[src/rtl/gedr_pkg.sv]
// shared types, constants and tables for the dead-reckoning locator
// no dependencies

package gedr_pkg;

  localparam int TRIG_FRAC_BITS_DEF = 15;
  localparam int POS_WIDTH_DEF      = 48;

  // angles are Q16.16 degrees, one turn = 360 * 2^16
  localparam int ANG_W        = 25;
  localparam int TURN         = 23592960;
  localparam int HALF_TURN    = 11796480;
  localparam int QUARTER_TURN = 5898240;
  localparam int GAIN_Q30     = 652032874;
  localparam int CORDIC_STEPS = 16;

  localparam int CFG_IDX_W  = 8;
  localparam int CFG_DATA_W = 32;

  localparam logic [CFG_IDX_W-1:0] REG_GYRO_OFFSET   = 8'd0;
  localparam logic [CFG_IDX_W-1:0] REG_RATE_DEADBAND = 8'd1;
  localparam logic [CFG_IDX_W-1:0] REG_GYRO_SCALE    = 8'd2;
  localparam logic [CFG_IDX_W-1:0] REG_WHEEL_SCALE   = 8'd3;
  localparam logic [CFG_IDX_W-1:0] REG_MOUNT_ANGLE   = 8'd4;

  typedef enum logic [3:0] {
    ST_IDLE,
    ST_GRED,
    ST_GMUL,
    ST_GUPD,
    ST_EANG,
    ST_CORD,
    ST_PROD,
    ST_SCAL,
    ST_DONE
  } state_t;

  typedef struct packed {
    state_t     st;
    logic [5:0] cnt;
    logic       load;
    logic       done;
  } dp_cmd_t;

  // atan(2^-i) in Q16.16 degrees
  function automatic logic [21:0] atan_q16(input logic [3:0] i);
    logic [21:0] v;
    case (i)
      4'd0:    v = 22'd2949120;
      4'd1:    v = 22'd1740967;
      4'd2:    v = 22'd919879;
      4'd3:    v = 22'd466945;
      4'd4:    v = 22'd234379;
      4'd5:    v = 22'd117304;
      4'd6:    v = 22'd58666;
      4'd7:    v = 22'd29335;
      4'd8:    v = 22'd14668;
      4'd9:    v = 22'd7334;
      4'd10:   v = 22'd3667;
      4'd11:   v = 22'd1833;
      4'd12:   v = 22'd917;
      4'd13:   v = 22'd458;
      4'd14:   v = 22'd229;
      4'd15:   v = 22'd115;
      default: v = 22'd0;
    endcase
    return v;
  endfunction

endpackage

[src/rtl/gyro_encoder_dead_reckoning.sv]
// top level of the gyro and wheel encoder dead-reckoning locator
// depends on gedr_pkg, gedr_ctrl, gedr_dp
//
// input stream s_*: one request per gyro sample (s_tuser 0) or encoder
//   delta pair (s_tuser 1); each request returns one pose on m_*
// config channel cfg_*: register index and data, always ready; write only
//   while no request is in flight
// a gyro request takes 36 cycles: one step to reduce the corrected rate
//   modulo one turn, 32 steps of a shift-add modular multiply by
//   gyro_scale, one heading update, one result cycle and the idle cycle
// an encoder request takes 29 cycles: angle fold, 16 cordic steps,
//   4 cycles on the shared trig multiplier, 6 cycles of wheel scaling and
//   saturating accumulation, one result cycle and the idle cycle
// one request is worked on at a time; s_tready is high only when idle
// the pose goes to an output register; a stalled receiver holds m_tvalid
//   and m_tdata, and the next request may run while the result waits
// reset (synchronous, active high) clears pose, heading and registers

module gyro_encoder_dead_reckoning import gedr_pkg::*; #(
  parameter int TRIG_FRAC_BITS = TRIG_FRAC_BITS_DEF,
  parameter int POS_WIDTH      = POS_WIDTH_DEF
) (
  input  logic                  clk,
  input  logic                  rst,
  input  logic                  s_tvalid,
  output logic                  s_tready,
  input  logic [63:0]           s_tdata,   // rate_sample, count_p, count_q
  input  logic                  s_tuser,   // kind
  output logic                  m_tvalid,
  input  logic                  m_tready,
  output logic [((2*POS_WIDTH+ANG_W+7)/8)*8-1:0] m_tdata, // pose_x, pose_y, heading
  input  logic                  cfg_valid,
  output logic                  cfg_ready,
  input  logic [CFG_IDX_W-1:0]  cfg_index,
  input  logic [CFG_DATA_W-1:0] cfg_data
);

  dp_cmd_t cmd;

  // registers take a write in any cycle
  assign cfg_ready = 1'b1;

  gedr_ctrl u_ctrl (
    .clk      (clk),
    .rst      (rst),
    .s_tvalid (s_tvalid),
    .s_tready (s_tready),
    .s_tuser  (s_tuser),
    .m_tvalid (m_tvalid),
    .m_tready (m_tready),
    .cmd      (cmd)
  );

  gedr_dp #(
    .TRIG_FRAC_BITS (TRIG_FRAC_BITS),
    .POS_WIDTH      (POS_WIDTH)
  ) u_dp (
    .clk       (clk),
    .rst       (rst),
    .cfg_valid (cfg_valid),
    .cfg_index (cfg_index),
    .cfg_data  (cfg_data),
    .s_tdata   (s_tdata),
    .cmd       (cmd),
    .out_data  (m_tdata)
  );

endmodule

[src/rtl/gedr_ctrl.sv]
// sequencer for the dead-reckoning locator: state, step counter, handshakes
// depends on gedr_pkg

module gedr_ctrl import gedr_pkg::*; (
  input  logic    clk,
  input  logic    rst,
  input  logic    s_tvalid,
  output logic    s_tready,
  input  logic    s_tuser,
  output logic    m_tvalid,
  input  logic    m_tready,
  output dp_cmd_t cmd
);

  state_t     state;
  state_t     state_next;
  logic [5:0] cnt;
  logic       out_free;

  assign out_free = !m_tvalid || m_tready;

  always_comb begin
    state_next = state;
    case (state)
      ST_IDLE: if (s_tvalid) state_next = s_tuser ? ST_EANG : ST_GRED;
      ST_GRED: state_next = ST_GMUL;
      ST_GMUL: if (cnt == 6'd31) state_next = ST_GUPD;
      ST_GUPD: state_next = ST_DONE;
      ST_EANG: state_next = ST_CORD;
      ST_CORD: if (cnt == 6'(CORDIC_STEPS - 1)) state_next = ST_PROD;
      ST_PROD: if (cnt == 6'd3) state_next = ST_SCAL;
      ST_SCAL: if (cnt == 6'd5) state_next = ST_DONE;
      ST_DONE: if (out_free) state_next = ST_IDLE;
      default: state_next = ST_IDLE;
    endcase
  end

  always_comb begin
    s_tready = (state == ST_IDLE);
    cmd.st   = state;
    cmd.cnt  = cnt;
    cmd.load = (state == ST_IDLE) && s_tvalid;
    cmd.done = (state == ST_DONE) && out_free;
  end

  always_ff @(posedge clk) begin
    if (rst) begin
      state    <= ST_IDLE;
      cnt      <= '0;
      m_tvalid <= 1'b0;
    end else begin
      state <= state_next;
      cnt   <= (state_next != state) ? 6'd0 : cnt + 6'd1;
      if (cmd.done) m_tvalid <= 1'b1;
      else if (m_tready) m_tvalid <= 1'b0;
    end
  end

`ifndef SYNTHESIS
  a_done_valid: assert property (@(posedge clk) disable iff (rst)
    cmd.done |=> m_tvalid) else $error("result not presented after done");
  a_accept_start: assert property (@(posedge clk) disable iff (rst)
    (s_tvalid && s_tready) |=> (state == ST_GRED || state == ST_EANG))
    else $error("accepted request did not start work");
  a_cord_bound: assert property (@(posedge clk) disable iff (rst)
    state == ST_CORD |-> cnt < 6'(CORDIC_STEPS)) else $error("cordic overrun");
`endif

endmodule

[src/rtl/gedr_dp.sv]
// datapath of the dead-reckoning locator: registers, residue unit, cordic,
// shared multiplier and saturating accumulators; depends on gedr_pkg

module gedr_dp import gedr_pkg::*; #(
  parameter int TRIG_FRAC_BITS = TRIG_FRAC_BITS_DEF,
  parameter int POS_WIDTH      = POS_WIDTH_DEF
) (
  input  logic                  clk,
  input  logic                  rst,
  input  logic                  cfg_valid,
  input  logic [CFG_IDX_W-1:0]  cfg_index,
  input  logic [CFG_DATA_W-1:0] cfg_data,
  input  logic [63:0]           s_tdata,
  input  dp_cmd_t               cmd,
  output logic [((2*POS_WIDTH+ANG_W+7)/8)*8-1:0] out_data
);

  localparam int OUT_W = ((2*POS_WIDTH+ANG_W+7)/8)*8;
  localparam int TW    = TRIG_FRAC_BITS + 3;
  localparam int PRW   = 17 + TW;
  localparam int AXW   = PRW + 1;
  localparam int PW2   = AXW + 32;
  localparam int SW    = PW2 + 2;
  localparam logic signed [TW-1:0] X0 =
    TW'((GAIN_Q30 + (1 << (29 - TRIG_FRAC_BITS))) >> (30 - TRIG_FRAC_BITS));
  localparam logic signed [26:0] TURN_S    = 27'(TURN);
  localparam logic signed [26:0] HALF_S    = 27'(HALF_TURN);
  localparam logic signed [26:0] QUARTER_S = 27'(QUARTER_TURN);
  localparam logic signed [SW-1:0] POS_MAX =
    $signed({{(SW-POS_WIDTH+1){1'b0}}, {(POS_WIDTH-1){1'b1}}});
  localparam logic signed [SW-1:0] POS_MIN = -POS_MAX - SW'(1);
  // one turn is 45 * 2^19; ceil(2^20 / 45) gives the exact quotient below 2^13
  localparam logic [14:0] TURN_RECIP = 15'd23302;

  // configuration
  logic signed [31:0] goff;
  logic [30:0]        dband;
  logic [31:0]        gscale;
  logic [31:0]        wscale;
  logic signed [24:0] mount;

  // item and working registers
  logic [32:0]            mag_r;
  logic                   neg_r;
  logic signed [16:0]     np;
  logic signed [16:0]     qv;
  logic [24:0]            r;
  logic [24:0]            mm;
  logic signed [24:0]     h;
  logic signed [TW-1:0]   x;
  logic signed [TW-1:0]   y;
  logic signed [24:0]     z;
  logic                   flip;
  logic signed [AXW-1:0]  ax;
  logic signed [AXW-1:0]  ay;
  logic [PW2-1:0]         pacc;
  logic signed [POS_WIDTH-1:0] px;
  logic signed [POS_WIDTH-1:0] py;

  // combinational
  logic signed [32:0] corr;
  logic [27:0]        rprod;
  logic [7:0]         rq;
  logic [5:0]         rrem;
  logic [24:0]        radd;
  logic [26:0]        rsum;
  logic [24:0]        rred;
  logic signed [26:0] hs;
  logic signed [26:0] hw;
  logic signed [26:0] mang;
  logic signed [26:0] ang;
  logic signed [26:0] za;
  logic               fa;
  logic signed [TW-1:0] sx;
  logic signed [TW-1:0] sy;
  logic signed [24:0]   at;
  logic signed [TW-1:0] cc;
  logic signed [TW-1:0] ss;
  logic signed [16:0]   mul_a;
  logic signed [TW-1:0] mul_b;
  logic signed [PRW-1:0] prod;
  logic signed [AXW-1:0] axis;
  logic [AXW-1:0]        amag;
  logic [15:0]           wpart;
  logic [AXW+15:0]       mprod;
  logic [PW2-1:0]        inc;
  logic signed [SW-1:0]  acc_s;
  logic signed [SW-1:0]  sum_s;
  logic signed [POS_WIDTH-1:0] sat;

  always_ff @(posedge clk) begin
    if (rst) begin
      goff   <= '0;
      dband  <= '0;
      gscale <= '0;
      wscale <= '0;
      mount  <= '0;
    end else if (cfg_valid) begin
      case (cfg_index)
        REG_GYRO_OFFSET:   goff   <= cfg_data;
        REG_RATE_DEADBAND: dband  <= cfg_data[30:0];
        REG_GYRO_SCALE:    gscale <= cfg_data;
        REG_WHEEL_SCALE:   wscale <= cfg_data;
        REG_MOUNT_ANGLE:   mount  <= cfg_data[24:0];
        default: ;
      endcase
    end
  end

  always_comb begin
    corr = $signed({goff[31], goff}) - $signed({s_tdata[31], s_tdata[31:0]});

    // rate magnitude mod one turn: low 19 bits pass, the upper part is reduced
    // mod 45 by reciprocal multiply (magnitude stays below 2^32)
    rprod = 28'(mag_r[31:19]) * 28'(TURN_RECIP);
    rq    = 8'(rprod >> 20);
    rrem  = 6'(mag_r[31:19] - 13'(rq) * 13'd45);

    // modular multiply step: r <- (2r + add) mod turn
    radd = gscale[5'd31 - cmd.cnt[4:0]] ? mm : 25'd0;
    rsum = {1'b0, r, 1'b0} + {2'b0, radd};
    if (rsum >= 27'(2 * TURN)) rred = 25'(rsum - 27'(2 * TURN));
    else if (rsum >= 27'(TURN)) rred = 25'(rsum - 27'(TURN));
    else rred = rsum[24:0];

    // heading update, wrapped into (-180,180]
    hs = neg_r ? (27'(h) - $signed({2'b0, r})) : (27'(h) + $signed({2'b0, r}));
    hw = hs;
    if (neg_r && hs <= -HALF_S) hw = hs + TURN_S;
    else if (!neg_r && hs > HALF_S) hw = hs - TURN_S;

    // rotation angle and quadrant fold
    mang = mount[24] ? (27'(mount) + TURN_S) : 27'(mount);
    ang  = 27'(h) + mang;
    if (ang > HALF_S) ang = ang - TURN_S;
    fa = 1'b1;
    if (ang > QUARTER_S) za = ang - HALF_S;
    else if (ang < -QUARTER_S) za = ang + HALF_S;
    else begin
      za = ang;
      fa = 1'b0;
    end

    sx = x >>> cmd.cnt[3:0];
    sy = y >>> cmd.cnt[3:0];
    at = $signed({3'b0, atan_q16(cmd.cnt[3:0])});

    cc = flip ? -x : x;
    ss = flip ? -y : y;
    mul_a = cmd.cnt[0] ? qv : np;
    mul_b = (cmd.cnt[1:0] == 2'd0 || cmd.cnt[1:0] == 2'd3) ? cc : ss;
    prod  = mul_a * mul_b;

    axis  = (cmd.cnt < 6'd3) ? ax : ay;
    amag  = axis[AXW-1] ? AXW'(-axis) : AXW'(axis);
    wpart = (cmd.cnt == 6'd0 || cmd.cnt == 6'd3) ? wscale[15:0] : wscale[31:16];
    mprod = amag * wpart;

    inc   = pacc >> TRIG_FRAC_BITS;
    acc_s = (cmd.cnt < 6'd3) ? SW'(px) : SW'(py);
    sum_s = axis[AXW-1] ? (acc_s - $signed({2'b0, inc})) : (acc_s + $signed({2'b0, inc}));
    if (sum_s > POS_MAX) sat = POS_WIDTH'(POS_MAX);
    else if (sum_s < POS_MIN) sat = POS_WIDTH'(POS_MIN);
    else sat = POS_WIDTH'(sum_s);
  end

  always_ff @(posedge clk) begin
    if (rst) begin
      h  <= '0;
      px <= '0;
      py <= '0;
    end else begin
      if (cmd.st == ST_GUPD && mag_r >= {2'b0, dband}) h <= 25'(hw);
      if (cmd.st == ST_SCAL && cmd.cnt == 6'd2) px <= sat;
      if (cmd.st == ST_SCAL && cmd.cnt == 6'd5) py <= sat;
    end
  end

  always_ff @(posedge clk) begin
    if (cmd.load) begin
      neg_r <= corr[32];
      mag_r <= corr[32] ? 33'(-corr) : 33'(corr);
      np    <= -17'($signed(s_tdata[47:32]));
      qv    <= 17'($signed(s_tdata[63:48]));
      r     <= '0;
    end
    case (cmd.st)
      ST_GRED: begin
        mm <= {rrem, mag_r[18:0]};
        r  <= '0;
      end
      ST_GMUL: r <= rred;
      ST_EANG: begin
        z    <= 25'(za);
        flip <= fa;
        x    <= X0;
        y    <= '0;
      end
      ST_CORD: begin
        if (!z[24]) begin
          x <= x - sy;
          y <= y + sx;
          z <= z - at;
        end else begin
          x <= x + sy;
          y <= y - sx;
          z <= z + at;
        end
      end
      ST_PROD: begin
        case (cmd.cnt[1:0])
          2'd0:    ax <= AXW'(prod);
          2'd1:    ax <= ax - AXW'(prod);
          2'd2:    ay <= AXW'(prod);
          default: ay <= ay + AXW'(prod);
        endcase
      end
      ST_SCAL: begin
        if (cmd.cnt == 6'd0 || cmd.cnt == 6'd3) pacc <= PW2'(mprod);
        else if (cmd.cnt == 6'd1 || cmd.cnt == 6'd4) pacc <= pacc + (PW2'(mprod) << 16);
      end
      default: ;
    endcase
    if (cmd.done) out_data <= OUT_W'({h, py, px});
  end

`ifndef SYNTHESIS
  a_head_range: assert property (@(posedge clk) disable iff (rst)
    cmd.st == ST_DONE |-> (27'(h) > -HALF_S && 27'(h) <= HALF_S))
    else $error("heading out of range");
`endif

endmodule

[config.mk]
export PLATFORM = sky130hd
export DESIGN_NAME = gyro_encoder_dead_reckoning
export DESIGN_NICKNAME = d
export VERILOG_FILES = /design/src/rtl/gedr_pkg.sv /design/src/rtl/gyro_encoder_dead_reckoning.sv /design/src/rtl/gedr_ctrl.sv /design/src/rtl/gedr_dp.sv
export SDC_FILE = /design/constraint.sdc
export NUM_CORES = 2
export LEC_CHECK = 0
export ABC_AREA = 1
export BUFFER_PORTS_ARGS = -buffer_cell sky130_fd_sc_hd__buf_4
export CORE_MARGIN = 3
export CORE_UTILIZATION = 55
export DETAILED_ROUTE_END_ITERATION = 6
export MAX_ROUTING_LAYER = met4
export PLACE_DENSITY = 0.77
export SLEW_MARGIN = 20
export SYNTH_ARGS = -nofsm -noshare
export SYNTH_HDL_FRONTEND = slang
export SYNTH_HIERARCHICAL = 1
export SYNTH_SLANG_ARGS = --single-unit
[constraint.sdc]
create_clock -name clk -period 14.7 [get_ports clk]
set_input_delay 2.94 -clock clk [delete_from_list [all_inputs] [get_ports clk]]
set_output_delay 2.94 -clock clk [all_outputs]
set_load 0.01 [all_outputs]
== After elaboration in Yosys (flattened, before gate mapping) ==
Memory sizes are Yosys's and may differ from the RTL's. A register that Yosys moved wholly into a read port is not among the register bits.
Cells that the tools add are included.

* Mux-type cells: 48
* Reductions and logical operators: 32
* Add/subtract/negate cells: 32
* Order comparisons: 12
* Divide/modulo/power cells: 0
* Bitwise gates (word level): 1
* Eq/ne operators: 23
* Shifts and indexed selects: 2
* $mul: 4

{| class="wikitable"
|+ Operators by type and width
! operator !! count
|-
| 25-bit 2-to-1 mux || 9
|-
| 36-bit one-hot mux with 2 select lines || 2
|-
| 70-bit 2-to-1 mux || 2
|-
| 25-bit one-hot mux with 2 select lines || 2
|-
| 48-bit 2-to-1 mux || 2
|-
| 18-bit 2-to-1 mux || 5
|-
| 27-bit 2-to-1 mux || 3
|-
| 25-bit subtractor, second input constant || 3
|-
| 36-bit 2-to-1 mux || 2
|-
| 18-bit one-hot mux with 2 select lines || 2
|-
| 70-bit by 54-bit adder with 70-bit output || 1
|-
| 70-bit by 48-bit > comparator with 1-bit output, second input constant || 1
|-
| 70-bit by 48-bit < comparator with 1-bit output, second input constant || 1
|-
| 70-bit by 54-bit subtractor with 70-bit output || 1
|-
| 68-bit adder || 1
|-
| 68-bit 2-to-1 mux || 1
|-
| 27-bit by 25-bit > comparator with 1-bit output, second input constant || 2
|-
| 36-bit by 16-bit multiplier with 52-bit output || 1
|-
| 52-bit 2-to-1 mux || 1
|-
| 25-bit adder, second input constant || 2
|-
| 18-bit adder || 2
|-
| 36-bit by 35-bit adder with 36-bit output || 1
|-
| 18-bit negation || 2
|-
| 36-bit negation || 1
|-
| 64 further kinds || 104
|}

* Memories: 1
* Flip-flop bits (word level): 724
* Memory bits (writable): 0
* Output and inout bits: 131
* Word-level logic and storage cells: 182
* Latch bits: 0
* Memory bits (read-only): 352

{| class="wikitable"
|+ Memory list
! memory !! depth !! bits a word !! read ports !! clocked after Yosys merged registers in !! write ports !! RTL line !! text
|-
| (name not given) || 16 || 22 || 1 || 1 || 0 || gedr_pkg.sv:48 || <nowiki>case (i)</nowiki>
|}

== Logic depth before layout (Yosys ltp) ==
* Depth after elaboration: 9
* Depth in mapped cells: 61
* Mapped depth without buffers: 58

== Cells and area by module ==
Netlist, hierarchy kept.

{| class="wikitable"
|+ Modules (own cells, without submodules)
! module !! cells an instance !! instances !! area an instance (µm²)
|-
| gedr_dp || 11,928 || 1 || 88,264.7
|-
| gedr_ctrl || 107 || 1 || 705.7
|-
| gyro_encoder_dead_reckoning || 2 || 1 || 11.3
|}

== Worst setup path before layout ==
OpenSTA, ideal clock, no wires.

* Path kind: reg-to-reg
* Start: register u_ctrl.cnt[3]
* End: register u_dp.pacc[67], data pin
* Path slack: 4,694 ps
* Period minus slack after synthesis: 10,006 ps
* Data arrival time: 9,860 ps
* Required time: 14,553 ps
* Path buffers: 2
* Cell stages (with the launch flop): 55
* Cell sequence: dfxtp_1 -> buf_6 -> nor2_8 -> inv_4 -> nor2_4 -> inv_2 -> nor2_8 -> or2_2 -> o21ai_2 -> clkbuf_1 -> ha_1 -> inv_1 -> nor2_1 -> inv_1 -> nor2_1 -> inv_1 -> nor2_1 -> a21oi_1 -> [19 not listed] -> a21oi_1 -> inv_1 -> a21oi_1 -> o21ai_0 -> xor2_1 -> ha_1 -> nand2_1 -> nor2_1 -> inv_1 -> nor2_1 -> a2111oi_0 -> nand3_1 -> nand3_1 -> o211ai_1 -> nand2_1 -> nand3_1 -> or2_2 -> a21oi_1

* Cells in the longest elaborated chain, start to end: 7
* Elaborated cells on any way between the ends: 11
* Those cells by class: add/sub: 2; mul: 1; order compare: 1; eq/ne: 1; mux: 4; reduce/logical: 2

{| class="wikitable"
|+ RTL lines
! element !! RTL line !! text
|-
| start, declared || gedr_ctrl.sv:17 || <nowiki>logic [5:0] cnt;</nowiki>
|-
| start signal, assigned || gedr_ctrl.sv:53 || <nowiki>cnt <= (state_next != state) ? 6'd0 : cnt + 6'd1;</nowiki>
|-
| 6-bit by 2-bit < comparator with 1-bit output || gedr_dp.sv:154 || <nowiki>axis = (cmd.cnt < 6'd3) ? ax : ay;</nowiki>
|-
| 36-bit 2-to-1 mux || gedr_dp.sv:154 ||
|-
| 36-bit negation || gedr_dp.sv:155 || <nowiki>amag = axis[AXW-1] ? AXW'(-axis) : AXW'(axis);</nowiki>
|-
| 36-bit 2-to-1 mux || gedr_dp.sv:155 ||
|-
| 36-bit by 16-bit multiplier with 52-bit output || gedr_dp.sv:157 || <nowiki>mprod = amag * wpart;</nowiki>
|-
| 68-bit adder || gedr_dp.sv:220 || <nowiki>else if (cmd.cnt == 6'd1 || cmd.cnt == 6'd4) pacc <= pacc + (PW2'(mprod) << 16);</nowiki>
|-
| 68-bit 2-to-1 mux || gedr_dp.sv:220 ||
|-
| end signal, assigned || gedr_dp.sv:219 || <nowiki>if (cmd.cnt == 6'd0 || cmd.cnt == 6'd3) pacc <= PW2'(mprod);</nowiki>
|-
| end signal, assigned || gedr_dp.sv:220 ||
|-
| end, declared || gedr_dp.sv:56 || <nowiki>logic [PW2-1:0] pacc;</nowiki>
|}

Several ways; a longest one is shown, not always the timed one. The select of a mux whose other input is x is not followed.
A chain may end at the register's enable or synchronous reset.

== Worst setup path after layout ==
* Start: register u_ctrl.cnt[0]
* End: register u_dp.pacc[67], data pin

The elaborated chain is that of the path after synthesis.

==> results.txt <==
----------------------------------------------------
[Worst hold path]
  Hold endpoint ... u_dp/out_data[68]
  Cell depth of the worst min-delay path ... 0
  Worst hold path startpoint ... u_dp/py[20]
  Hold WC Path Type ... reg -> reg

[Logic synthesis]
  Async set-reset flop share out of synthesis ... 0
  Cell count after synthesis ... 12.0k
  Number of distinct standard cells referenced by the synthesized netlist ... 75
  Top_reg_cell synth ... edfxtp_1
  Post-Syn Area per Cell ... 7.39 um^2
  EDFF count, synth ... 425
  Total of flip-flops plus latches after synthesis ... 709
  Cell Area, Synth ... 89,000 um^2
  Number of synthesis warnings ... 6
  Portion of the post-synthesis area used by sequential elements ... 0.207

[Floorplanning]
  Die Area ... 167,000 um^2
  Area of the core ... 159,000 um^2
  DIE WIDTH ... 408 um
  Die height ... 408 um
  Top-level port count ... 241
  FP Rows ... 146
  Initial Utilization ... 0.558

[Routing]
  Sum of met2 wire segment lengths after detailed routing ... 130,000 um
  Post-route met1 wirelength ... 115,000 um
  Highest metal used ... met4
  WL/cell ... 19.6 um
  Routed vias/inst ... 5.65
  Met3 wirelength from detailed routing ... 22,400 um
  Router iterations before antenna repair ... 7
  DRC ... 0
  Antenna viol nets, final ... 0
  Starting DRC count in detailed routing ... 7,438
  Overall via count from detail_route ... 81.0k
  Final wirelength ... 281,000 um

[Worst setup path]
  Top cell by count, worst path ... inv_1
  Reg-to-reg setup timing slack ... 1.94 ns
  Setup Crit Path Kind ... reg -> reg
  Type of destination of the critical path ... flip-flop
  Type of element launching the critical path ... flip-flop
  Largest stage delay on the critical path ... 0.71 ns
  Worst path arrival time ... 13.29 ns
  RR Endpoint ... u_dp/pacc[67]
  WP data required ... 15.23 ns
  Crit path max fanout ... 59
  Reg2reg start ... u_ctrl/cnt[0]
  Crit path max-delay cell type ... nor2_8
  Logic depth of the worst register-to-register path ... 50

[STA]
  Post-Route Skew ... 0.0720 ns
  Hold slack final ... 0.427 ns
  Setup Total Neg Slack ... 0 ns
  Number of setup violations in the final report ... 0
  Pin slew with the least headroom to its limit ... 1.05 ns
  Time the worst path needs with I/O delays and setup ... 12.76 ns
  Number of pins exceeding their max-slew limit in the final report ... 0
  Unrepaired setup endpoints after global routing ... no
  Highest clock frequency the design can meet ... 78.4 MHz
  Final hold violation count ... 0
  Final worst path period share ... 0.868
  Headroom to the max-slew limit ... 0.302

[Place]
  Count of buffers inserted at the top-level ports ... 232
  Cell area after placement ... 92,900 um^2
  Weighted congestion at the end of routability-driven global placement ... 1.04
  Hpwl dp ... 227,000 um

[CTS]
  H-tree depth ... 3
  Number of buffers added to fix hold violations after cts ... 0
  CTS root buf ... clkbuf_16
  Max Root-Sink Buffers ... 3
  Skew-Pair Late Insertion Delay ... 0.73 ns
  Buffers inserted by post-CTS timing repair ... 0
  Number of buffers added by the clock tree synthesis step ... 82
  Post-CTS sizing ... 0
  Clock transition at the registers of the reported paths ... 0.06 ns
  Clock sink total ... 709
  CTS tree ... built

[Layout]
  FF+latch area ... 18,500 um^2
  Net count reported at finish ... 13.8k
  Post-route cell area ... 95,700 um^2
  Fillers ... 14.7k
  Ratio of cells with drive above 1 in the final layout ... 0.0515
  Growth of design area from synthesis to finish ... 7.56%
  Multi-input logic area ... 60,800 um^2

[GRT]
  Aggregate global routing overflow ... 0
  Largest net degree at the start of global routing ... 82
  Antenna violations before repair ... 5
  First-pass GRT wire length ... 439,000 um
  Number of global-route vias before repair ... 80.0k
  GR Util All Layers ... 0.341

[Outcome]
  Run status ... finished clean

[Job]
  Max-cap violations ... 0

----------------------------------------------------
==> per-layer routing <==
layer / up-vias / global-route usage
li1: 38500 / -
met1: 38600 / 0.428
met2: 3354 / 0.550
met3: 626 / 0.0553
met4: 0 / 0.141
met5: - / -
==> cell usage in the layout (no fill, tap or decap), types with 24 or more instances in the layout <==
cell / netlist / final
o211ai_1: 33 / 33
nand2_1: 2374 / 2373
ha_1: 727 / 727
nor4_1: 41 / 40
xnor2_1: 178 / 178
a21oi_1: 779 / 776
nand3_1: 446 / 446
nor2_1: 1389 / 1386
fa_1: 839 / 839
buf_4: 10 / 307
clkbuf_16: 0 / 84
o21bai_1: 29 / 29
nand4_1: 82 / 82
edfxtp_1: 425 / 425
clkinv_1: 32 / 36
o21ai_0: 717 / 708
a31oi_1: 76 / 76
nand3b_1: 27 / 27
o21a_1: 42 / 42
inv_1: 2256 / 2254
nor3_1: 122 / 114
xor2_1: 327 / 327
a211oi_1: 147 / 147
or2_2: 79 / 79
o21ai_1: 29 / 24
a21o_1: 33 / 33
dfxtp_1: 284 / 282
==> cell families (layout without fill, tap and decap cells) <==
kind of cell / count (synthesis) / count (layout) / synth area share
multiplexers: 9 / 9 / 0.00101
AO/OA/AOI/OAI: 1991 / 1991 / 0.125
buffers and inverters: 2617 / 2765 / 0.112
other: 2 / 11 / 0.0000844
AND/OR/NAND/NOR: 4637 / 4637 / 0.214
XOR/XNOR: 506 / 506 / 0.0500
adder cells (fa/ha/maj): 1566 / 1566 / 0.291
flip-flops: 709 / 709 / 0.207
==> synth_stat cells (13+ instances only) <==
| master | number | area, um^2 |
|---|---|---|
| nand2_1 | 2374 | 8910 |
| inv_1 | 2256 | 8470 |
| nor2_1 | 1389 | 5210 |
| fa_1 | 839 | 16800 |
| a21oi_1 | 779 | 3900 |
| ha_1 | 727 | 9100 |
| o21ai_0 | 717 | 3590 |
| nand3_1 | 446 | 2230 |
| edfxtp_1 | 425 | 12800 |
| xor2_1 | 327 | 2860 |
| dfxtp_1 | 284 | 5690 |
| clkbuf_1 | 252 | 946 |
| xnor2_1 | 178 | 1560 |
| a211oi_1 | 147 | 1100 |
| nor3_1 | 122 | 611 |
| nand4_1 | 82 | 513 |
| or2_2 | 79 | 494 |
| a31oi_1 | 76 | 475 |
| o21a_1 | 42 | 315 |
| nor4_1 | 41 | 257 |
| a21o_1 | 33 | 248 |
| o211ai_1 | 33 | 248 |
| clkinv_1 | 32 | 120 |
| o21ai_1 | 29 | 145 |
| o21bai_1 | 29 | 218 |
| nand3b_1 | 27 | 203 |
| a21boi_0 | 23 | 173 |
| buf_2 | 22 | 110 |
| nand2_2 | 22 | 138 |
| o31ai_1 | 22 | 165 |
| buf_1 | 21 | 78.8 |
| inv_2 | 13 | 48.8 |
==> registers in the layout, indices dropped and copies added, names as in the netlist, 31 cells and up <==
signal,count
u_dp/dband,31
u_dp/out_data,121
u_dp/ax,36
u_dp/ay,36
u_dp/mag_r,33
u_dp/gscale,32
u_dp/px,48
u_dp/goff,32
u_dp/pacc,53
u_dp/wscale,32
u_dp/py,48
==> critical path, delay by kind of cell (launching register included) <==
family | cells | cell delay [ns]
xor+xnor | 1 | 0.33
compound gates | 11 | 2.42
simple gates | 17 | 3.28
fa+ha+maj | 10 | 4.35
flops | 1 | 0.52
buf+inv | 11 | 1.61
==> worst max-delay path by stage <==
stage | end | slack, ns | depth (start not counted) | start
floorplan | u_dp/pacc[67] | 4.69 | 54 | u_ctrl/cnt[3]
global placement | u_dp/pacc[67] | 2.44 | 50 | u_ctrl/cnt[0]
detailed placement | u_dp/pacc[67] | 2.25 | 50 | u_ctrl/cnt[0]
CTS | u_dp/pacc[67] | 2.18 | 50 | u_ctrl/cnt[0]
global route | u_dp/pacc[67] | 1.11 | 52 | u_ctrl/cnt[0]
finish | u_dp/pacc[67] | 1.94 | 50 | u_ctrl/cnt[0]
==> through the flow <==
stage | util | std cells | setup slack, ns
after global placement | 0.582 | 14200 | 2.44
after global routing | 0.600 | 14300 | 1.11
final | 0.600 | 14300 | 1.94
after detailed placement | 0.582 | 14200 | 2.25
after floorplan | - | 12000 | 4.69
after CTS | 0.600 | 14300 | 2.18
==> cell type report <==
cell class	instances	area share
multi-input cells	8718	0.635
flip-flops and latches	709	0.193
inverters	2303	0.0904
well taps	2146	0.0281
repair buffers	308	0.0242
clock buffers	101	0.0233
clock inverters	53	0.00620
diodes	2	0.0000523
Power is left out: the tool's default activity adds up to more than one toggle a clock period on the data nets, which glitch-free logic cannot reach.
